[config.mk]
export PLATFORM = sky130hd
export DESIGN_NAME = round_robin_thread_scheduler_top_flat
export DESIGN_NICKNAME = d
export VERILOG_FILES = /design/src/rtl/rrts_pkg.sv /design/src/rtl/rrts_if.sv /design/src/rtl/rrts_ctrl.sv /design/src/rtl/rrts_datapath.sv /design/src/rtl/round_robin_thread_scheduler_top.sv /design/src/flat_wrapper.sv
export SDC_FILE = /design/constraint.sdc
export NUM_CORES = 1
export LEC_CHECK = 0
export ABC_AREA = 0
export ABC_CLOCK_PERIOD_IN_PS = 4150
export BUFFER_PORTS_ARGS = -buffer_cell sky130_fd_sc_hd__buf_2
export CAP_MARGIN = 5
export CORE_UTILIZATION = 55
export DETAILED_ROUTE_END_ITERATION = 10
export PLACE_DENSITY = 0.71
export SKIP_CTS_REPAIR_TIMING = 1
export SYNTH_ARGS = -nofsm -noshare
export SYNTH_HDL_FRONTEND = slang
export SYNTH_SLANG_ARGS = --single-unit
[constraint.sdc]
create_clock -name clk -period 4.15 [get_ports clk]
set_clock_uncertainty 0.1 [all_clocks]
set_input_delay 0.2075 -clock clk [delete_from_list [all_inputs] [get_ports clk]]
set_output_delay 0.2075 -clock clk [all_outputs]
set_load 0.005 [all_outputs]
[src/rtl/rrts_pkg.sv]
// Round-robin thread scheduler: shared package.
// Event and result codes, default sizes and the controller/datapath structs.
// No dependencies.
`timescale 1ns / 1ps

package rrts_pkg;

	localparam int unsigned SLOTS_DEFAULT = 16;
	localparam int unsigned QUANTUM_W     = 8;
	localparam int unsigned BUDGET_IN_W   = 23;
	localparam int unsigned BUDGET_W      = 24;
	localparam int unsigned OP_W          = 2;
	localparam int unsigned STATUS_W      = 3;
	localparam int unsigned SLOT_FIELD_W  = 4;

	localparam logic [QUANTUM_W-1:0] QUANTUM_RESET = 8'd20;

	typedef enum logic [OP_W-1:0] {
		OP_CREATE = 2'd0,
		OP_TICK   = 2'd1,
		OP_EXIT   = 2'd2
	} op_t;

	typedef enum logic [STATUS_W-1:0] {
		ST_TICK    = 3'd0,
		ST_CREATED = 3'd1,
		ST_FULL    = 3'd2,
		ST_PREEMPT = 3'd3,
		ST_EJECT   = 3'd4,
		ST_EXIT    = 3'd5,
		ST_HALT    = 3'd6
	} status_t;

	// controller -> datapath
	typedef struct packed {
		logic load;   // input transaction taken, latch the event
		logic exec;   // apply the event and load the result register
	} ctl_cmd_t;

	// datapath -> controller
	typedef struct packed {
		logic out_free;  // result register can take a new result this cycle
	} ctl_stat_t;

endpackage

[src/rtl/rrts_if.sv]
// Round-robin thread scheduler: channel interfaces.
// Event input, result output and quantum configuration channels.
// No dependencies.
`timescale 1ns / 1ps

interface sched_in_if;
	logic        valid;
	logic        ready;
	logic [1:0]  op;
	logic [22:0] budget_ticks;

	modport source (output valid, output op, output budget_ticks, input ready);
	modport sink   (input valid, input op, input budget_ticks, output ready);
endinterface

interface sched_out_if;
	logic       valid;
	logic       ready;
	logic [2:0] status;
	logic [3:0] slot;
	logic [3:0] prev_slot;

	modport source (output valid, output status, output slot, output prev_slot, input ready);
	modport sink   (input valid, input status, input slot, input prev_slot, output ready);
endinterface

interface sched_cfg_if;
	logic       valid;
	logic       ready;
	logic [7:0] quantum_length;

	modport source (output valid, output quantum_length, input ready);
	modport sink   (input valid, input quantum_length, output ready);
endinterface

[src/rtl/rrts_ctrl.sv]
// Round-robin thread scheduler: controller.
// Sequences accept and execute of one event. Depends on rrts_pkg.
`timescale 1ns / 1ps

module rrts_ctrl (
	input  logic                clk,
	input  logic                arst_n,
	input  logic                in_valid,
	output logic                in_ready,
	input  rrts_pkg::ctl_stat_t stat,
	output rrts_pkg::ctl_cmd_t  cmd
);
	import rrts_pkg::*;

	typedef enum logic {
		S_IDLE,
		S_EXEC
	} state_t;

	state_t state_q;
	logic   in_ready_q;

	assign in_ready = in_ready_q;
	assign cmd.load = in_valid && in_ready_q;
	assign cmd.exec = (state_q == S_EXEC) && stat.out_free;

	always_ff @(posedge clk or negedge arst_n) begin
		if (!arst_n) begin
			state_q    <= S_IDLE;
			in_ready_q <= 1'b1;
		end else begin
			case (state_q)
				S_IDLE: begin
					if (in_valid && in_ready_q) begin
						state_q    <= S_EXEC;
						in_ready_q <= 1'b0;
					end
				end
				S_EXEC: begin
					// wait here while the previous result is still unclaimed
					if (stat.out_free) begin
						state_q    <= S_IDLE;
						in_ready_q <= 1'b1;
					end
				end
				default: begin
					state_q    <= S_IDLE;
					in_ready_q <= 1'b1;
				end
			endcase
		end
	end

endmodule

[src/rtl/rrts_datapath.sv]
// Round-robin thread scheduler: datapath.
// Slot tables, ready queue, running slot and result register. Depends on rrts_pkg.
`timescale 1ns / 1ps

module rrts_datapath #(
	parameter int unsigned THREAD_SLOTS = rrts_pkg::SLOTS_DEFAULT
) (
	input  logic                       clk,
	input  logic                       arst_n,
	input  rrts_pkg::ctl_cmd_t         cmd,
	output rrts_pkg::ctl_stat_t        stat,
	input  logic [rrts_pkg::OP_W-1:0]        op,
	input  logic [rrts_pkg::BUDGET_IN_W-1:0] budget_ticks,
	input  logic [rrts_pkg::QUANTUM_W-1:0]   quantum_length,
	output logic                             out_valid,
	input  logic                             out_ready,
	output logic [rrts_pkg::STATUS_W-1:0]     status,
	output logic [rrts_pkg::SLOT_FIELD_W-1:0] slot,
	output logic [rrts_pkg::SLOT_FIELD_W-1:0] prev_slot
);
	import rrts_pkg::*;

	localparam int unsigned SLOT_W = (THREAD_SLOTS > 1) ? $clog2(THREAD_SLOTS) : 1;
	localparam int unsigned CNT_W  = $clog2(THREAD_SLOTS + 1);
	localparam logic [SLOT_W-1:0] LAST_SLOT = SLOT_W'(THREAD_SLOTS - 1);
	localparam logic [CNT_W-1:0]  FULL_CNT  = CNT_W'(THREAD_SLOTS);

	// event latched at accept
	logic [OP_W-1:0]        op_q;
	logic [BUDGET_IN_W-1:0] budget_in_q;

	// slot tables and ready queue storage
	logic [QUANTUM_W-1:0] qt_mem   [THREAD_SLOTS];
	logic [BUDGET_W-1:0]  bud_mem  [THREAD_SLOTS];
	logic [SLOT_W-1:0]    fifo_mem [THREAD_SLOTS];
	logic [QUANTUM_W-1:0] qt_rd_q;
	logic [BUDGET_W-1:0]  bud_rd_q;
	logic [SLOT_W-1:0]    fifo_rd_q;

	// control state
	logic [THREAD_SLOTS-1:0] used_q, used_nxt;
	logic [SLOT_W-1:0]       head_q, head_nxt, tail_q, tail_nxt, run_q, run_nxt;
	logic [CNT_W-1:0]        count_q, count_nxt;
	logic                    halted_q, halted_nxt;
	logic                    boot_q, boot_nxt;   // slot 0 still the thread left by reset

	logic                 out_valid_q;
	logic [STATUS_W-1:0]  status_q;
	logic [SLOT_FIELD_W-1:0] slot_q, prev_slot_q;

	// event evaluation
	logic                 free_found;
	logic [SLOT_W-1:0]    free_idx;
	logic                 budget_out, quantum_out, fifo_empty, fifo_full;
	logic                 push, pop;
	logic [SLOT_W-1:0]    push_slot;
	logic                 qt_we, bud_we;
	logic [SLOT_W-1:0]    wr_slot;
	logic [QUANTUM_W-1:0] qt_wdata;
	logic [BUDGET_W-1:0]  bud_wdata;
	status_t              res_status;
	logic [SLOT_W-1:0]    res_slot;
	logic [SLOT_W+SLOT_FIELD_W-1:0] res_slot_ext, prev_slot_ext;

	assign stat.out_free = !out_valid_q || out_ready;
	assign out_valid     = out_valid_q;
	assign status        = status_q;
	assign slot          = slot_q;
	assign prev_slot     = prev_slot_q;

	// lowest free slot
	always_comb begin
		free_found = 1'b0;
		free_idx   = '0;
		for (int i = THREAD_SLOTS - 1; i >= 0; i--) begin
			if (!used_q[i]) begin
				free_found = 1'b1;
				free_idx   = SLOT_W'(i);
			end
		end
	end

	assign budget_out = boot_q || (bud_rd_q == '0);
	assign quantum_out = (qt_rd_q <= QUANTUM_W'(1));
	assign fifo_empty  = (count_q == '0);
	assign fifo_full   = (count_q == FULL_CNT);

	always_comb begin
		used_nxt   = used_q;
		run_nxt    = run_q;
		halted_nxt = halted_q;
		boot_nxt   = boot_q;
		push       = 1'b0;
		pop        = 1'b0;
		push_slot  = run_q;
		qt_we      = 1'b0;
		bud_we     = 1'b0;
		wr_slot    = run_q;
		qt_wdata   = qt_rd_q - QUANTUM_W'(1);
		bud_wdata  = bud_rd_q - BUDGET_W'(1);
		res_status = ST_TICK;
		res_slot   = run_q;

		if (halted_q) begin
			res_status = ST_HALT;
		end else begin
			case (op_q)
				OP_CREATE: begin
					if (!free_found) begin
						res_status = ST_FULL;
						res_slot   = '0;
					end else begin
						used_nxt[free_idx] = 1'b1;
						qt_we      = 1'b1;
						bud_we     = 1'b1;
						wr_slot    = free_idx;
						qt_wdata   = quantum_length;
						bud_wdata  = {1'b0, budget_in_q};
						push       = !fifo_full;
						push_slot  = free_idx;
						res_status = ST_CREATED;
						res_slot   = free_idx;
					end
				end
				OP_TICK: begin
					qt_we  = 1'b1;
					bud_we = !budget_out;
					if (budget_out) begin
						used_nxt[run_q] = 1'b0;
						boot_nxt        = 1'b0;
						if (fifo_empty) begin
							halted_nxt = 1'b1;
							res_status = ST_HALT;
						end else begin
							pop        = 1'b1;
							run_nxt    = fifo_rd_q;
							res_status = ST_EJECT;
							res_slot   = fifo_rd_q;
						end
					end else if (quantum_out) begin
						qt_wdata = quantum_length;
						push     = !fifo_full;
						// an otherwise empty queue hands the same thread straight back
						pop      = !fifo_empty || !fifo_full;
						run_nxt  = fifo_empty ? run_q : fifo_rd_q;
						res_status = ST_PREEMPT;
						res_slot   = fifo_empty ? run_q : fifo_rd_q;
					end
				end
				OP_EXIT: begin
					used_nxt[run_q] = 1'b0;
					boot_nxt        = 1'b0;
					if (fifo_empty) begin
						halted_nxt = 1'b1;
						res_status = ST_HALT;
					end else begin
						pop        = 1'b1;
						run_nxt    = fifo_rd_q;
						res_status = ST_EXIT;
						res_slot   = fifo_rd_q;
					end
				end
				default: begin
					res_status = ST_TICK;
				end
			endcase
		end

		tail_nxt  = push ? ((tail_q == LAST_SLOT) ? '0 : tail_q + SLOT_W'(1)) : tail_q;
		head_nxt  = pop ? ((head_q == LAST_SLOT) ? '0 : head_q + SLOT_W'(1)) : head_q;
		count_nxt = count_q + CNT_W'(push) - CNT_W'(pop);
	end

	assign res_slot_ext  = {{SLOT_FIELD_W{1'b0}}, res_slot};
	assign prev_slot_ext = {{SLOT_FIELD_W{1'b0}}, run_q};

	// event latch
	always_ff @(posedge clk) begin
		if (cmd.load) begin
			op_q        <= op;
			budget_in_q <= budget_ticks;
		end
	end

	// tables: read data registered every cycle at the running slot and queue head
	always_ff @(posedge clk) begin
		qt_rd_q   <= qt_mem[run_q];
		bud_rd_q  <= bud_mem[run_q];
		fifo_rd_q <= fifo_mem[head_q];
		if (cmd.exec && qt_we) begin
			qt_mem[wr_slot] <= qt_wdata;
		end
		if (cmd.exec && bud_we) begin
			bud_mem[wr_slot] <= bud_wdata;
		end
		if (cmd.exec && push) begin
			fifo_mem[tail_q] <= push_slot;
		end
	end

	always_ff @(posedge clk or negedge arst_n) begin
		if (!arst_n) begin
			used_q   <= {{(THREAD_SLOTS-1){1'b0}}, 1'b1};
			head_q   <= '0;
			tail_q   <= '0;
			count_q  <= '0;
			run_q    <= '0;
			halted_q <= 1'b0;
			boot_q   <= 1'b1;
		end else if (cmd.exec) begin
			used_q   <= used_nxt;
			head_q   <= head_nxt;
			tail_q   <= tail_nxt;
			count_q  <= count_nxt;
			run_q    <= run_nxt;
			halted_q <= halted_nxt;
			boot_q   <= boot_nxt;
		end
	end

	// result register
	always_ff @(posedge clk or negedge arst_n) begin
		if (!arst_n) begin
			out_valid_q <= 1'b0;
		end else if (cmd.exec) begin
			out_valid_q <= 1'b1;
		end else if (out_ready) begin
			out_valid_q <= 1'b0;
		end
	end

	always_ff @(posedge clk) begin
		if (cmd.exec) begin
			status_q    <= res_status;
			slot_q      <= res_slot_ext[SLOT_FIELD_W-1:0];
			prev_slot_q <= prev_slot_ext[SLOT_FIELD_W-1:0];
		end
	end

endmodule

[src/rtl/round_robin_thread_scheduler_top.sv]
// Round-robin thread scheduler: top level.
// Joins controller and datapath, holds the quantum register. Depends on rrts_pkg,
// rrts_if, rrts_ctrl and rrts_datapath.
`timescale 1ns / 1ps

// Each input transaction is one scheduler event (create, timer tick or exit) and
// produces exactly one result transaction. The slot quantum/budget tables and
// the ready queue are memories with registered read ports, addressed by the
// running slot and the queue head, so the event is latched at accept and applied
// in the execute state once the result register is free. Input ready
// returns the cycle after the event is applied; a result left unclaimed on the
// output holds off only the next event's apply step, so the next event can still
// be accepted. There is no clearing pass after reset: table entries are always
// written by a create before they are read, and the thread in slot 0 left by
// reset is tracked by a flag and treated as having no budget. The user must write
// the quantum register through the configuration channel only while no event is
// in flight; the block itself does not enforce it. It resets to 20 ticks.

module round_robin_thread_scheduler_top #(
	parameter int unsigned THREAD_SLOTS = rrts_pkg::SLOTS_DEFAULT
) (
	input logic         clk,
	input logic         arst_n,
	sched_in_if.sink    in_ch,
	sched_out_if.source out_ch,
	sched_cfg_if.sink   cfg
);
	import rrts_pkg::*;

	logic [QUANTUM_W-1:0] quantum_length_q;
	ctl_cmd_t             cmd;
	ctl_stat_t            stat;

	// configuration is always taken
	assign cfg.ready = 1'b1;

	always_ff @(posedge clk or negedge arst_n) begin
		if (!arst_n) begin
			quantum_length_q <= QUANTUM_RESET;
		end else if (cfg.valid) begin
			quantum_length_q <= cfg.quantum_length;
		end
	end

	rrts_ctrl u_ctrl (
		.clk      (clk),
		.arst_n   (arst_n),
		.in_valid (in_ch.valid),
		.in_ready (in_ch.ready),
		.stat     (stat),
		.cmd      (cmd)
	);

	rrts_datapath #(
		.THREAD_SLOTS (THREAD_SLOTS)
	) u_datapath (
		.clk            (clk),
		.arst_n         (arst_n),
		.cmd            (cmd),
		.stat           (stat),
		.op             (in_ch.op),
		.budget_ticks   (in_ch.budget_ticks),
		.quantum_length (quantum_length_q),
		.out_valid      (out_ch.valid),
		.out_ready      (out_ch.ready),
		.status         (out_ch.status),
		.slot           (out_ch.slot),
		.prev_slot      (out_ch.prev_slot)
	);

endmodule

[src/flat_wrapper.sv]
// flat-port wrapper written by rule: the top's interface ports become plain ports
module round_robin_thread_scheduler_top_flat import rrts_pkg::*;
#(
	parameter int unsigned THREAD_SLOTS = rrts_pkg::SLOTS_DEFAULT
)
  (clk, arst_n, in_ch_valid, in_ch_op, in_ch_budget_ticks, in_ch_ready, out_ch_valid, out_ch_status, out_ch_slot, out_ch_prev_slot, out_ch_ready, cfg_valid, cfg_quantum_length, cfg_ready);
  sched_in_if in_ch_i ();
  sched_out_if out_ch_i ();
  sched_cfg_if cfg_i ();
  input logic clk;
  input logic arst_n;
  input wire logic [$bits(in_ch_i.valid)-1:0] in_ch_valid;
  input wire logic [$bits(in_ch_i.op)-1:0] in_ch_op;
  input wire logic [$bits(in_ch_i.budget_ticks)-1:0] in_ch_budget_ticks;
  output wire logic [$bits(in_ch_i.ready)-1:0] in_ch_ready;
  output wire logic [$bits(out_ch_i.valid)-1:0] out_ch_valid;
  output wire logic [$bits(out_ch_i.status)-1:0] out_ch_status;
  output wire logic [$bits(out_ch_i.slot)-1:0] out_ch_slot;
  output wire logic [$bits(out_ch_i.prev_slot)-1:0] out_ch_prev_slot;
  input wire logic [$bits(out_ch_i.ready)-1:0] out_ch_ready;
  input wire logic [$bits(cfg_i.valid)-1:0] cfg_valid;
  input wire logic [$bits(cfg_i.quantum_length)-1:0] cfg_quantum_length;
  output wire logic [$bits(cfg_i.ready)-1:0] cfg_ready;
  assign in_ch_i.valid = in_ch_valid;
  assign in_ch_i.op = in_ch_op;
  assign in_ch_i.budget_ticks = in_ch_budget_ticks;
  assign in_ch_ready = in_ch_i.ready;
  assign out_ch_valid = out_ch_i.valid;
  assign out_ch_status = out_ch_i.status;
  assign out_ch_slot = out_ch_i.slot;
  assign out_ch_prev_slot = out_ch_i.prev_slot;
  assign out_ch_i.ready = out_ch_ready;
  assign cfg_i.valid = cfg_valid;
  assign cfg_i.quantum_length = cfg_quantum_length;
  assign cfg_ready = cfg_i.ready;
  round_robin_thread_scheduler_top #(.THREAD_SLOTS(THREAD_SLOTS)) u_core (.clk(clk), .arst_n(arst_n), .in_ch(in_ch_i), .out_ch(out_ch_i), .cfg(cfg_i));
endmodule
# Word-level counts from Yosys, hierarchy flattened
# Memories as Yosys holds them, arrays and structs flattened. A register that Yosys moved wholly into a read port is not among the register bits.
# Cells that the tools add are included.
# totals
reg_bits,82
latchBits,0
ram_bits,576
mem_bits_ro,0
input_bits,38
output_inout_bits,14
wordCells,170
memories,3
# memory_table
name,words,word_bits,rd,rd_ports_with_merged_regs,wr,line,source
u_core.u_datapath.bud_mem,16,24,1,1,1,rrts_datapath.sv:34,logic [BUDGET_W-1:0] bud_mem [THREAD_SLOTS];
u_core.u_datapath.qt_mem,16,8,1,1,1,rrts_datapath.sv:33,logic [QUANTUM_W-1:0] qt_mem [THREAD_SLOTS];
u_core.u_datapath.fifo_mem,16,4,1,1,1,rrts_datapath.sv:35,logic [SLOT_W-1:0] fifo_mem [THREAD_SLOTS];
# op_classes
addsub,6
mul,0
div,0
order_cmp,5
eq_ne,9
shifts,0
n_mux,100
n_bitwise,5
reduce_logical,26
# op_table
cell,count
$mux W4,26
$mux W24,3
$pmux W16 S3,1
$mux W1,45
$mux W16,2
$mux W8,4
$logic_not A24 Y1,1
$sub A24 B1 Y24 const B,1
$and A16 B16 Y16,1
$not A16 Y16,1
$or A16 B16 Y16,1
$pmux W1 S2,8
$pmux W8 S2,1
$pmux W4 S3,1
$lt A4 B5 Y1 const B,2
$pmux W3 S3,1
$add A4 B1 Y4 const B,2
$demux W1 S4,2
$eq A4 B4 Y1 const B,2
$ge A4 B1 Y1 const B,2
$le A8 B1 Y1 const B,1
$mux W2,4
$pmux W4 S2,1
$sub A8 B1 Y8 const B,1
20 further kinds,37

# Depth between registers and ports, before layout
# Gate-level depths: netlist of run 1.
# logic_depth
depth_word,23
ltp_mapped,17
ltp_nobuf,17

# Hierarchy
# From an unflattened synthesis of run 1, not the netlist that was laid out.
# hier_totals
cells_unflattened,1438
area_unflattened_um2,27641.5
# by_module_without_submodules
module,n_inst,cells_each,area_each_um2,seq_area_each_um2
rrts_datapath,1,1410,27206.1,20001.7
round_robin_thread_scheduler_top,1,19,345.3,202.7
rrts_ctrl,1,9,90.1,51.3

# Least setup slack after synthesis of run 1
# OpenSTA, ideal clock, no wires.
# synth_timing
kind,flip-flop to flip-flop
from,register u_core.u_datapath.used_q[0]
to,register u_core.u_datapath.count_q[4]
setup_time_ps,123
arrival_ps,3131
t_required_ps,3927
path_slack_ps,796
path_stages_with_launch,16
path_buffers,1
synth_period_minus_slack_ps,3354
cell_sequence,dfstp_2 -> nand4_1 -> o31ai_2 -> buf_2 -> nand2_1 -> nand2_1 -> ha_1 -> inv_1 -> ha_1 -> fa_1 -> a21oi_1 -> nor2_1 -> nor2_1 -> xnor2_1 -> nand2_1 -> xnor2_1
# synth_via
elab_chain_cells,6
# synth_rtl
item,line,source
start: declaration,rrts_datapath.sv:41,"logic [THREAD_SLOTS-1:0] used_q, used_nxt;"
start signal: assignment,rrts_datapath.sv:203,"used_q <= {{(THREAD_SLOTS-1){1'b0}}, 1'b1};"
start signal: assignment,rrts_datapath.sv:211,used_q <= used_nxt;
$mux W1,rrts_datapath.sv:76,if (!used_q[i]) begin
$mux W1,rrts_datapath.sv:109,if (!free_found) begin
$pmux W1 S2,rrts_datapath.sv:107,case (op_q)
$mux W1,rrts_datapath.sv:104,if (halted_q) begin
$add A5 B1 Y5,rrts_datapath.sv:171,count_nxt = count_q + CNT_W'(push) - CNT_W'(pop);
$sub A5 B1 Y5,rrts_datapath.sv:171,
end signal: assignment,rrts_datapath.sv:214,count_q <= count_nxt;
end: declaration,rrts_datapath.sv:43,"logic [CNT_W-1:0] count_q, count_nxt;"
# No other way between the ends.
# A chain may end at the register's enable or synchronous reset.

# Final worst setup path of run 1
# layout_timing
from,register u_core.u_datapath.count_q[3]
to,register u_core.u_datapath.count_q[4]
# layout_via
elab_chain_cells,8
elab_cells_between_ends,17
cone_classes,2 x add/sub; 1 x eq/ne; 10 x mux; 4 x reduce/logical
# layout_rtl
item,line
$eq A5 B5 Y1 / $logic_not A5 Y1 (equally long branches),"rrts_datapath.sv:86, rrts_datapath.sv:85"
$logic_not A1 Y1 (on tied branches),"rrts_datapath.sv:119, rrts_datapath.sv:142, rrts_datapath.sv:144"
$mux W1 / $logic_or A1 B1 Y1 (equally long branches),"rrts_datapath.sv:140, rrts_datapath.sv:144"
$mux W1 (on tied branches),"rrts_datapath.sv:128, rrts_datapath.sv:140"
$pmux W1 S2 / $mux W1 (equally long branches),"rrts_datapath.sv:107, rrts_datapath.sv:128"
$mux W1 / $pmux W1 S2 (equally long branches),"rrts_datapath.sv:104, rrts_datapath.sv:107"
$add A5 B1 Y5 / $mux W1 (equally long branches),"rrts_datapath.sv:171, rrts_datapath.sv:104"
$sub A5 B1 Y5 (*),rrts_datapath.sv:171
# Every way passes the cells marked *; elsewhere a longest branch is shown, timed or not.

==> results of run 1 <==
-- layer usage --
layer | wire length [um] | vias to the layer above | global-route usage [%]
li1 | - | 6251 | -
met1 | 24900 | 7541 | 34.1
met2 | 29600 | 591 | 38.9
met3 | 4460 | 89 | 5.04
met4 | 1280 | 0 | 6.97
met5 | 0 | - | 0
-- cell usage after synthesis, drive strengths merged, types with 12 or more instances --
cell type | count | area, um2
inv | 27 | 101
mux4 | 180 | 4050
edfxtp | 612 | 18400
nor2 | 62 | 238
xor2 | 13 | 114
nand4 | 12 | 81.3
o21ai | 81 | 417
and3 | 18 | 114
nand2 | 93 | 349
dfrtp | 41 | 1030
a21oi | 20 | 104
clkbuf | 39 | 146
xnor2 | 19 | 166
buf | 22 | 104
dfxtp | 36 | 721
ha | 19 | 238
nor3 | 22 | 120
nand3 | 15 | 75.1
-- layout by cell type (no fill, tap or decap), drive strengths merged, types with 8 or more instances in the layout --
| cell type | n |
|---|---|
| dfxtp | 36 |
| xor2 | 13 |
| mux4 | 180 |
| nand2 | 93 |
| clkbuf | 104 |
| nand4 | 12 |
| xnor2 | 19 |
| dlygate4sd3 | 44 |
| edfxtp | 612 |
| and3 | 18 |
| a21oi | 20 |
| dfrtp | 41 |
| ha | 19 |
| o21ai | 81 |
| buf | 115 |
| clkinv | 16 |
| a31oi | 8 |
| nand3 | 15 |
| nor3 | 22 |
| mux2 | 10 |
| inv | 31 |
| nor2 | 62 |
-- registers in the layout, indices dropped and copies added (netlist names) --
register / flops
u_core.u_datapath.bud_mem: 384
u_core.u_datapath.qt_mem: 128
u_core.u_datapath.fifo_mem: 64
u_core.u_datapath.bud_rd_q: 24
u_core.u_datapath.budget_in_q: 23
u_core.u_datapath.used_q: 16
u_core.quantum_length_q: 8
u_core.u_datapath.qt_rd_q: 8
u_core.u_datapath.count_q: 5
u_core.u_datapath.fifo_rd_q: 4
u_core.u_datapath.head_q: 4
u_core.u_datapath.prev_slot: 4
u_core.u_datapath.run_q: 4
u_core.u_datapath.slot: 4
u_core.u_datapath.tail_q: 4
u_core.u_datapath.status: 3
u_core.u_datapath.op_q: 2
u_core.u_ctrl.in_ready: 1
u_core.u_ctrl.state_q: 1
u_core.u_datapath.boot_q: 1
u_core.u_datapath.halted_q: 1
u_core.u_datapath.out_valid: 1
-- stage by stage --
stage	hold slack, ns	power, W	util [%]	cells	setup slack (ns)
floorplan	-0.188	0.00766	-	1455	0.796
global placement	0.245	0.00769	59.2	2173	0.683
detailed placement	0.254	0.00769	59.2	2173	0.592
CTS	-0.388	0.0143	64.3	2307	0.583
global route	0.192	0.0146	65.2	2351	0.283
finish	0.148	0.0142	65.2	2351	0.585
-- worst max-delay path, delay by kind of cell, from the launching register on --
family                     cells  cell delay, ns
adders and majority gates      4            1.10
and+or+nand+nor                4            0.86
AOI/OAI and AO/OA              3            0.58
xor gates and xnor gates       2            0.29
buffers and inverters          2            0.15
DFF                            1            0.38
-- kinds of logic (layout without fill, tap and decap cells) --
group / Yosys count / count (layout) / synth area share, %
buffers and inverters: 88 / 320 / 1.27
other: 1 / 1 / 0.0135
adders and majority gates: 20 / 20 / 0.930
xor gates and xnor gates: 32 / 32 / 1.01
and+or+nand+nor: 272 / 272 / 5.02
DFF: 694 / 694 / 73.1
AOI/OAI and AO/OA: 156 / 156 / 3.59
muxes: 192 / 192 / 15.1
-- how the worst max path moves through the flow --
stage	end	slack [ns]	depth (start not counted)
after CTS	u_core.u_datapath.count_q[4]$_DFFE_PN0P_	0.58	15
after floorplan	u_core.u_datapath.count_q[4]$_DFFE_PN0P_	0.80	15
after detailed placement	u_core.u_datapath.count_q[4]$_DFFE_PN0P_	0.59	15
after global routing	u_core.u_datapath.count_q[4]$_DFFE_PN0P_	0.28	15
final	u_core.u_datapath.count_q[4]$_DFFE_PN0P_	0.59	15
after global placement	u_core.u_datapath.count_q[4]$_DFFE_PN0P_	0.68	15
-- report_power, final --
part           internal, W  switching [W]  leakage (nW)   total, W
logic            0.0000515      0.0000246          3.12  0.0000760
registers          0.00750     0.00000586          7.79    0.00751
clock network      0.00402        0.00260          1.21    0.00663
total               0.0116        0.00263          12.1     0.0142
-- area by class of cell --
cell class,count,area (um2)
Sequential cell,694,20300
Inverter,27,101
Fill cell,3357,17200
Tap cell,664,831
Multi-Input combinational cell,673,7260
Clock inverter,30,343
Clock buffer,104,2130
Timing Repair Buffer,159,1230
==> impl_metrics.ini, run 1 <==
[status]
result_of_the_run = finished, final reports clean

[setup_path]
reg2reg_slack_ns = 0.59
worst_ep_required_time_ns = 4.53
r2r_start = u_core.u_datapath.count_q[3]$_DFFE_PN0P_
worst-r2r-cell-count = 15
cp_common_cell = sky130_fd_sc_hd__ha_1
critical_path_class = flop to flop
start_kind = flop
end_of_the_worst_register_to_register_path = u_core.u_datapath.count_q[4]$_DFFE_PN0P_
cp_slowest_stage_delay_ns = 0.61
setup.worst_path.start = u_core.u_datapath.count_q[3]$_DFFE_PN0P_
crit_slowest_cell = sky130_fd_sc_hd__or4b_1
worstPathMaxFanout = 9
critical_path.cell_chain = inv_1, ha_1, or4b_1, o211ai_2, a21oi_1, ha_1, inv_1, ha_1, fa_1, a21oi_1, nor2_1, nor2_1, xnor2_1, nand2_1, xnor2_1
setup.worst_path.end_class = flop
timing.critical_path.arrival_ns = 3.94

[clock_network]
clk_root_buffer_cell = sky130_fd_sc_hd__clkbuf_16
clock_latency_ns = 0.60
cts.sinks = 694
clock_path_buffers = 3
cts_tree = built
cts-buffers-inserted = 72
htree_num_levels = 3
cts.reportedPaths.clkPinSlew_ns = 0.07

[route]
drtPass1Iterations = 5
route.vias.total = 14500
finalWirelength_um = 60200
routedWlPerCell_um = 25.6
final_routed_drc_violation_total = 0
drt_iter0_drc = 1566
via_per_inst = 6.16
ant_nets = 0

[die]
core-area_um2 = 49400
core.rowCount = 81
chipHeight_um = 227
floorplan.initialDensity_pct = 56.2
die_width_um = 227
die_outline_area_um2 = 51300
design.portCount = 52

[timing]
worst_slew_pin_tran_ns = 1.23
final_max_slew_viol_count = 0
period_needed_ns = 3.56
report.final.hold_viol_count = 0
max_clock_freq_ghz = 0.281
finalSetupViolCount = 0
relSlewSlack_pct = 17.3
post_route_fraction_of_the_period_consumed_by_the_critical_path_pct = 85.9
tns_ns = 0
setup_repair_after_global_routing_missed_its_margin = no

[synthesis]
ys.flop_type = sky130_fd_sc_hd__edfxtp_1
synthesis.yosys.warnings = 0
async_reset_ff_share_pct = 6.63
synth_cells = 1455
syn_avg_cell_area_um2 = 19.1
synth-seq-cells = 694
synth_area_um2 = 27700
synth_enable_flop_cells = 612
seq_area_frac_synth_pct = 73.1
postSynthNetCount = 1513
unique_cell_type_count_in_the_yosys_netlist = 75

[finish]
nNetsFinal = 1685
area_growth_pct = 16.0
fin_area_um2 = 32200
drive_above_1_share_pct = 27.9
antenna_cells = 0

[grt]
gr-usage-all-layers_pct = 24.3
pin_count_of_the_biggest_net_entering_global_routing = 103
first_global_vias = 14400
grt_remaining_overflow = 0
grt_first_pass_wirelength_um = 89500
antenna_violations_before_repair = 0

[power_and_ir_drop]
maximum_vdd_drop_mv = 0.435
power-per-cell-area_nw_per_um2 = 442
static_leakage_nw = 12.1

[place]
dpl.hpwl_um = 34900
place_congestion = 0.925
placed_area_um2 = 29200
buffer_ports.inserted = 50

[job]
maxCapViolations = 0

[worst_hold_path]
hp-class = primary input to async pin
(Power assumes the default switching activity.)
==> inputs of run 2 (changes only) <==
- ABC_AREA: 0 -> 1
==> run 2 against run 1 <==
Effect of this change:
- core utilization decreased by 0.66 points
- sequential share of layout area rose by 1.3 points
- largest power group unchanged
- non-clock buffer count is 16 higher
- final cell count grew 19%
- sequential power grew 2%
- die area down 1.7%
- first-iteration DRC count grew 27%
- wire length rose by 9.7%
- global-route usage rose by 1.8 points
- via count grew 18%
- critical endpoint unchanged
- cell area down 2.0%
==> impl_metrics.ini, run 2 <==
[finish]
drive_above_1_share_pct = 13.7
nNetsFinal = 2132
fin_area_um2 = 31500
reg.largest.list = u_core.u_datapath.bud_mem (384), u_core.u_datapath.qt_mem (128), u_core.u_datapath.fifo_mem (64)
largest_register_ff_count = 384
mostFrequentLayoutCells = sky130_fd_sc_hd__edfxtp_1, sky130_fd_sc_hd__a22oi_1, sky130_fd_sc_hd__nand2_1, sky130_fd_sc_hd__nor2_1
largest_register = u_core.u_datapath.bud_mem
layout_commonest_cell = sky130_fd_sc_hd__edfxtp_1
area_growth_pct = 15.7

[timing]
worst_slew_pin_tran_ns = 1.09
max_clock_freq_ghz = 0.271
period_needed_ns = 3.69
final_max_slew_viol_count = 0
relSlewSlack_pct = 27.4
report.final.hold_viol_count = 0
post_route_fraction_of_the_period_consumed_by_the_critical_path_pct = 89.0
tns_ns = 0
setup_repair_after_global_routing_missed_its_margin = no
finalSetupViolCount = 0

[setup_path]
critical_path_class = flop to flop
path_delay_family = simple AND/OR/NAND/NOR gates
worstPathMaxFanout = 6
cp_common_cell = sky130_fd_sc_hd__inv_1
setup.worst_path.end_class = flop
timing.critical_path.arrival_ns = 4.07
crit_slowest_cell = sky130_fd_sc_hd__fa_1
cp_slowest_stage_delay_ns = 0.42
start_kind = flop
reg2reg_slack_ns = 0.46
critical_path.cell_chain = inv_1, ha_1, nand3_1, nor2_1, nand4_1, nand2_2, inv_2, nand3_1, nand2_1, inv_1, o21ai_0, nand3_1, inv_1, ha_1, inv_1, ha_1, fa_1, inv_1, o21ai_0, a21oi_1, nand2_1, nand2_1, nor2_1, xor2_1
path_buf_inv = 6
worst_ep_required_time_ns = 4.53

[power_and_ir_drop]
power-per-cell-area_nw_per_um2 = 453
maximum_vdd_drop_mv = 0.348
switching_part_of_the_total_power_pct = 20.5
clockPowerShare_pct = 42.7
switchingPower_w = 0.00292
seqPwrFrac_pct = 53.8
static_leakage_nw = 12.1
comb_power_share_pct = 3.5
power.internal_w = 0.0113

[route]
drt_iter0_drc = 1982
ant_nets = 0
finalWirelength_um = 66000
routedWlPerCell_um = 23.6
via_per_inst = 6.12
drtPass1Iterations = 5
final_routed_drc_violation_total = 0
route.vias.total = 17100

[synthesis]
ys.flop_type = sky130_fd_sc_hd__edfxtp_1
post_synth_most_frequent_cells = sky130_fd_sc_hd__edfxtp_1, sky130_fd_sc_hd__a22oi_1, sky130_fd_sc_hd__nand2_1
synth.most_common_cell = sky130_fd_sc_hd__edfxtp_1
synth_cells = 1922
synth_enable_flop_cells = 612
unique_cell_type_count_in_the_yosys_netlist = 57
synthesis.yosys.warnings = 0
postSynthNetCount = 1980
syn_avg_cell_area_um2 = 14.2
synth-seq-cells = 694
synth_area_um2 = 27200
synth_largest_type_area_fraction_pct = 67.5
async_reset_ff_share_pct = 6.63
seq_area_frac_synth_pct = 74.4
synth_area_leader_cell = sky130_fd_sc_hd__edfxtp_1
synth_top_cells_by_area = sky130_fd_sc_hd__edfxtp_1, sky130_fd_sc_hd__a22oi_1, sky130_fd_sc_hd__dfrtp_1, sky130_fd_sc_hd__dfxtp_1, sky130_fd_sc_hd__nand2_1

[die]
chipHeight_um = 225
die_width_um = 225
core.rowCount = 81
design.portCount = 52
core-area_um2 = 48800
die_outline_area_um2 = 50400
floorplan.initialDensity_pct = 55.8

[place]
place_congestion = 0.893
dpl.hpwl_um = 37000
buffer_ports.inserted = 50
placed_area_um2 = 28800

[clock_network]
clock_latency_ns = 0.61
htree_num_levels = 3
clock_path_buffers = 3
cts_tree = built
cts-buffers-inserted = 68
clk_root_buffer_cell = sky130_fd_sc_hd__clkbuf_16
cts.sinks = 694
cts.reportedPaths.clkPinSlew_ns = 0.07

[grt]
gr-usage-all-layers_pct = 26.1
grt_first_pass_wirelength_um = 98300
antenna_violations_before_repair = 1
pin_count_of_the_biggest_net_entering_global_routing = 92
first_global_vias = 16800
grt_remaining_overflow = 0

[job]
maxCapViolations = 0

[status]
result_of_the_run = finished, final reports clean

[worst_hold_path]
hp-class = primary input to async pin
run 2: cell count changes in the layout (fill, tap and decap cells not counted), sizes merged, moves of 10 or more:
cell	previous run	this run
xnor2	19	5
nor3	22	8
a22oi	3	258
and3	18	1
nor2	62	167
nand3	15	62
nand2	93	192
a21boi	1	32
a2111o	0	32
mux2	10	0
mux4	180	0
a21oi	20	82
inv	31	96
run 2: power by group through the flow:
| stage | Sequential [W] | Combinational, W | Clock (W) |
|---|---|---|---|
| after floorplan | 0.00779 | 0.000287 | 0 |
| after global placement | 0.00782 | 0.000435 | 0 |
| final | 0.00767 | 0.000496 | 0.00610 |
| after global routing | 0.00767 | 0.000567 | 0.00639 |
| after detailed placement | 0.00782 | 0.000452 | 0 |
| after CTS | 0.00767 | 0.000455 | 0.00615 |
run 2: worst min-delay path, cell delays in order:
cell and delay (ns):
sky130_fd_sc_hd__dlygate4sd3_1 0.52, sky130_fd_sc_hd__buf_2 0.10, sky130_fd_sc_hd__buf_4 0.52
run 2: kinds of logic (layout without fill, tap and decap cells):
logic type	Yosys count	in the layout	share of synthesized area (%)
simple gates	457	457	7.33
xor+xnor	18	18	0.579
compound gates	532	532	13.7
buf+inv	192	400	2.80
fa+ha+maj	20	20	0.946
other cells	1	2	0.0138
mux	8	8	0.294
flops	694	694	74.4
run 2: per-stage QoR:
step	hold WS (ns)	setup slack [ns]	power, W	std cells	utilization, %
final	0.154	0.457	0.0143	2795	64.5
after CTS	-0.373	0.487	0.0143	2742	63.4
after global routing	0.202	0.137	0.0146	2794	64.5
after global placement	0.247	0.573	0.00825	2616	58.9
after floorplan	-0.188	0.858	0.00808	1922	-
after detailed placement	0.262	0.489	0.00827	2616	58.9
run 2: routing by layer:
| layer | vias up | wire length, um | GRT usage, % |
|---|---|---|---|
| li1 | 7651 | - | - |
| met1 | 8511 | 26800 | 36.1 |
| met2 | 804 | 32000 | 41.5 |
| met3 | 130 | 5440 | 4.87 |
| met4 | 2 | 1720 | 10.4 |
| met5 | - | 13 | 0 |
run 2: worst paths after layout:
path,startpoint,endpoint,cells after the start
hold reg to reg,u_core.u_datapath.out_valid$_DFFE_PN0P_,u_core.u_datapath.out_valid$_DFFE_PN0P_,2
hold / removal,arst_n,u_core.quantum_length_q[3]$_DFFE_PN0P_,3
max in group asynchronous,arst_n,u_core.u_datapath.used_q[10]$_DFFE_PN0P_,3
setup reg to reg,u_core.u_datapath.bud_rd_q[0]$_DFF_P_,u_core.u_datapath.count_q[4]$_DFFE_PN0P_,24
setup / recovery,u_core.u_datapath.bud_rd_q[0]$_DFF_P_,u_core.u_datapath.count_q[4]$_DFFE_PN0P_,24
min in group clk,in_ch_budget_ticks[21],u_core.u_datapath.budget_in_q[21]$_DFFE_PP_,2
run 2: layout make-up:
cell class / instances / area, um2
Timing Repair Buffer: 175 / 1440
Clock inverter: 31 / 308
Inverter: 99 / 375
Fill cell: 3494 / 17300
Antenna cell: 1 / 2.50
Sequential cell: 694 / 20300
Multi-Input combinational cell: 1036 / 6380
Tap cell: 664 / 831
Clock buffer: 95 / 1910
==> inputs of run 3 (changes only) <==
- CORE_ASPECT_RATIO: unset -> 1.1
==> run 3 against run 2 <==
Effect of this change:
- global-route usage fell by 0.68 points
- wire length fell by 1.8%
- highest routed layer is now met4
- critical endpoint unchanged
- largest power group unchanged
- cell area fell by 0.41%
- largest cell class unchanged
- register-to-register slack got worse by 0.04 ns
- combinational power fell by 5.6%
- core utilization fell by 0.36 points
==> impl_metrics.ini, run 3 (synthesized netlist as in run 2, its figures left out) <==
[die]
core.rowCount = 85
die_width_um = 214
floorplan.initialDensity_pct = 55.7
core-area_um2 = 48900
design.portCount = 52
chipHeight_um = 235
die_outline_area_um2 = 50400

[place]
dpl.hpwl_um = 36100
buffer_ports.inserted = 50
place_congestion = 0.930
numPlacedInstances = 2594
placement_stage_worst_setup_slack_ns = 0.454

[route]
final_routed_drc_violation_total = 0
route.vias.total = 17000
drtPass1Iterations = 6
finalWirelength_um = 64900
ant_nets = 0
via_per_inst = 6.15
drt_iter0_drc = 1988
routedWlPerCell_um = 23.4

[finish]
post_route_utilization_pct = 64.1
largest_register_ff_count = 384
mostFrequentLayoutCells = sky130_fd_sc_hd__edfxtp_1, sky130_fd_sc_hd__a22oi_1, sky130_fd_sc_hd__nand2_1, sky130_fd_sc_hd__nor2_1
drive_above_1_share_pct = 13.6
finalNonFillerCells = 2769
area_growth_pct = 15.2
layout_commonest_cell = sky130_fd_sc_hd__edfxtp_1
reg.largest.list = u_core.u_datapath.bud_mem (384), u_core.u_datapath.qt_mem (128), u_core.u_datapath.fifo_mem (64)
largest_register = u_core.u_datapath.bud_mem
nNetsFinal = 2121
antenna_cells = 0

[timing]
final_max_slew_viol_count = 0
max_clock_freq_ghz = 0.268
finalSetupViolCount = 0
post_route_fraction_of_the_period_consumed_by_the_critical_path_pct = 90.0
period_needed_ns = 3.73
worst_slew_pin_tran_ns = 1.22
tns_ns = 0
report.final.hold_viol_count = 0
relSlewSlack_pct = 18.5
final_critical_path_setup_slack_ns = 0.415
setup_repair_after_global_routing_missed_its_margin = no

[clock_network]
cts_tree = built
clock_path_buffers = 3
clock_latency_ns = 0.62
clk_root_buffer_cell = sky130_fd_sc_hd__clkbuf_16
htree_num_levels = 3
cts-buffers-inserted = 67
cts.sinks = 694
cts.reportedPaths.clkPinSlew_ns = 0.06

[grt]
grt_remaining_overflow = 0
gr-usage-all-layers_pct = 25.5
first_global_vias = 16100
pin_count_of_the_biggest_net_entering_global_routing = 70
grt_first_pass_wirelength_um = 96400
antenna_violations_before_repair = 0

[worst_hold_path]
hp-class = primary input to flop

[power_and_ir_drop]
maximum_vdd_drop_mv = 0.344
comb_power_share_pct = 3.3
static_leakage_nw = 12.1
switchingPower_w = 0.00298
switching_part_of_the_total_power_pct = 20.9
clockPowerShare_pct = 42.8
seqPwrFrac_pct = 53.9
power.internal_w = 0.0112
power-per-cell-area_nw_per_um2 = 453

[setup_path]
setup.worst_path.end_class = flop
start_kind = flop
worstPathMaxFanout = 6
critical_path_class = flop to flop
timing.critical_path.arrival_ns = 4.13
worst_ep_required_time_ns = 4.54

[job]
maxCapViolations = 0

[status]
result_of_the_run = finished, final reports clean
-- run 3: cell count changes in the layout (fill, tap and decap cells not counted) --
cell	change
sky130_fd_sc_hd__buf_12	-2
sky130_fd_sc_hd__buf_4	-8
sky130_fd_sc_hd__clkbuf_1	-8
sky130_fd_sc_hd__clkbuf_16	-4
sky130_fd_sc_hd__clkbuf_8	+3
sky130_fd_sc_hd__clkinv_1	-2
sky130_fd_sc_hd__clkinv_2	+5
sky130_fd_sc_hd__clkinv_4	+1
sky130_fd_sc_hd__diode_2	-1
sky130_fd_sc_hd__inv_16	+3
sky130_fd_sc_hd__inv_6	-1
-- run 3: critical path, stage by stage (launching register included) --
cell	delay, ns
sky130_fd_sc_hd__dfxtp_1	0.34
sky130_fd_sc_hd__inv_1	0.11
sky130_fd_sc_hd__ha_1	0.16
sky130_fd_sc_hd__nand3_1	0.08
sky130_fd_sc_hd__nor2_1	0.19
sky130_fd_sc_hd__nand4_1	0.28
sky130_fd_sc_hd__nand2_2	0.23
sky130_fd_sc_hd__inv_2	0.05
sky130_fd_sc_hd__nand3_1	0.08
sky130_fd_sc_hd__nand2_1	0.07
sky130_fd_sc_hd__inv_1	0.07
sky130_fd_sc_hd__o21ai_0	0.11
sky130_fd_sc_hd__nand3_1	0.09
sky130_fd_sc_hd__inv_1	0.05
sky130_fd_sc_hd__ha_1	0.26
sky130_fd_sc_hd__inv_1	0.04
sky130_fd_sc_hd__ha_1	0.20
sky130_fd_sc_hd__fa_1	0.42
sky130_fd_sc_hd__inv_1	0.08
sky130_fd_sc_hd__o21ai_0	0.10
sky130_fd_sc_hd__a21oi_1	0.18
sky130_fd_sc_hd__nand2_1	0.07
sky130_fd_sc_hd__nand2_1	0.06
sky130_fd_sc_hd__nor2_1	0.07
sky130_fd_sc_hd__xor2_1	0.14
-- run 3: final timing paths --
kind | from | to | slack (ns) | cells after the start
max | u_core.u_datapath.bud_rd_q[0]$_DFF_P_ | u_core.u_datapath.count_q[4]$_DFFE_PN0P_ | 0.42 | 24
min | in_ch_valid | u_core.u_ctrl.in_ready$_DFFE_PN1P_ | 0.19 | 3
max reg2reg | u_core.u_datapath.bud_rd_q[0]$_DFF_P_ | u_core.u_datapath.count_q[4]$_DFFE_PN0P_ | 0.42 | 24
min reg2reg | u_core.u_datapath.boot_q$_DFFE_PN1P_ | u_core.u_datapath.boot_q$_DFFE_PN1P_ | 0.38 | 2
max in group asynchronous | arst_n | u_core.quantum_length_q[5]$_DFFE_PN0P_ | 3.01 | 2
min in group asynchronous | arst_n | u_core.u_datapath.head_q[2]$_DFFE_PN0P_ | 0.22 | 2
-- run 3: stage by stage --
stage	hold WS, ns	total power (W)	area (um2)
global placement	0.265	0.00822	28700
finish	0.193	0.0142	31400
floorplan	-0.188	0.00808	27200
detailed placement	0.269	0.00824	28700
CTS	-0.378	0.0142	30900
global route	0.186	0.0146	31400
-- run 3: power by group through the flow --
stage	Combinational [W]	Sequential [W]	Clock (W)
final	0.000468	0.00767	0.00608
after global routing	0.000532	0.00767	0.00641
after CTS	0.000422	0.00767	0.00615
after detailed placement	0.000421	0.00782	0
after global placement	0.000410	0.00781	0
after floorplan	0.000287	0.00779	0
-- run 3: layout make-up --
cell class                 count  area, um2
inverter                      99        375
timing repair buffer         165       1340
fill                        3578      17500
sequential                   694      20300
clock inverter                37        385
tap                          652        816
clock buffer                  86       1820
multi-input combinational   1036       6380
-- run 3: layer usage --
layer / global-route usage [%] / share of wire (%) / vias up
met3: 3.91 / 8.4 / 132
li1: - / - / 7638
met2: 40.5 / 48 / 844
met5: 0 / 0 / -
met4: 9.89 / 2.9 / 0
met1: 35.7 / 40 / 8412
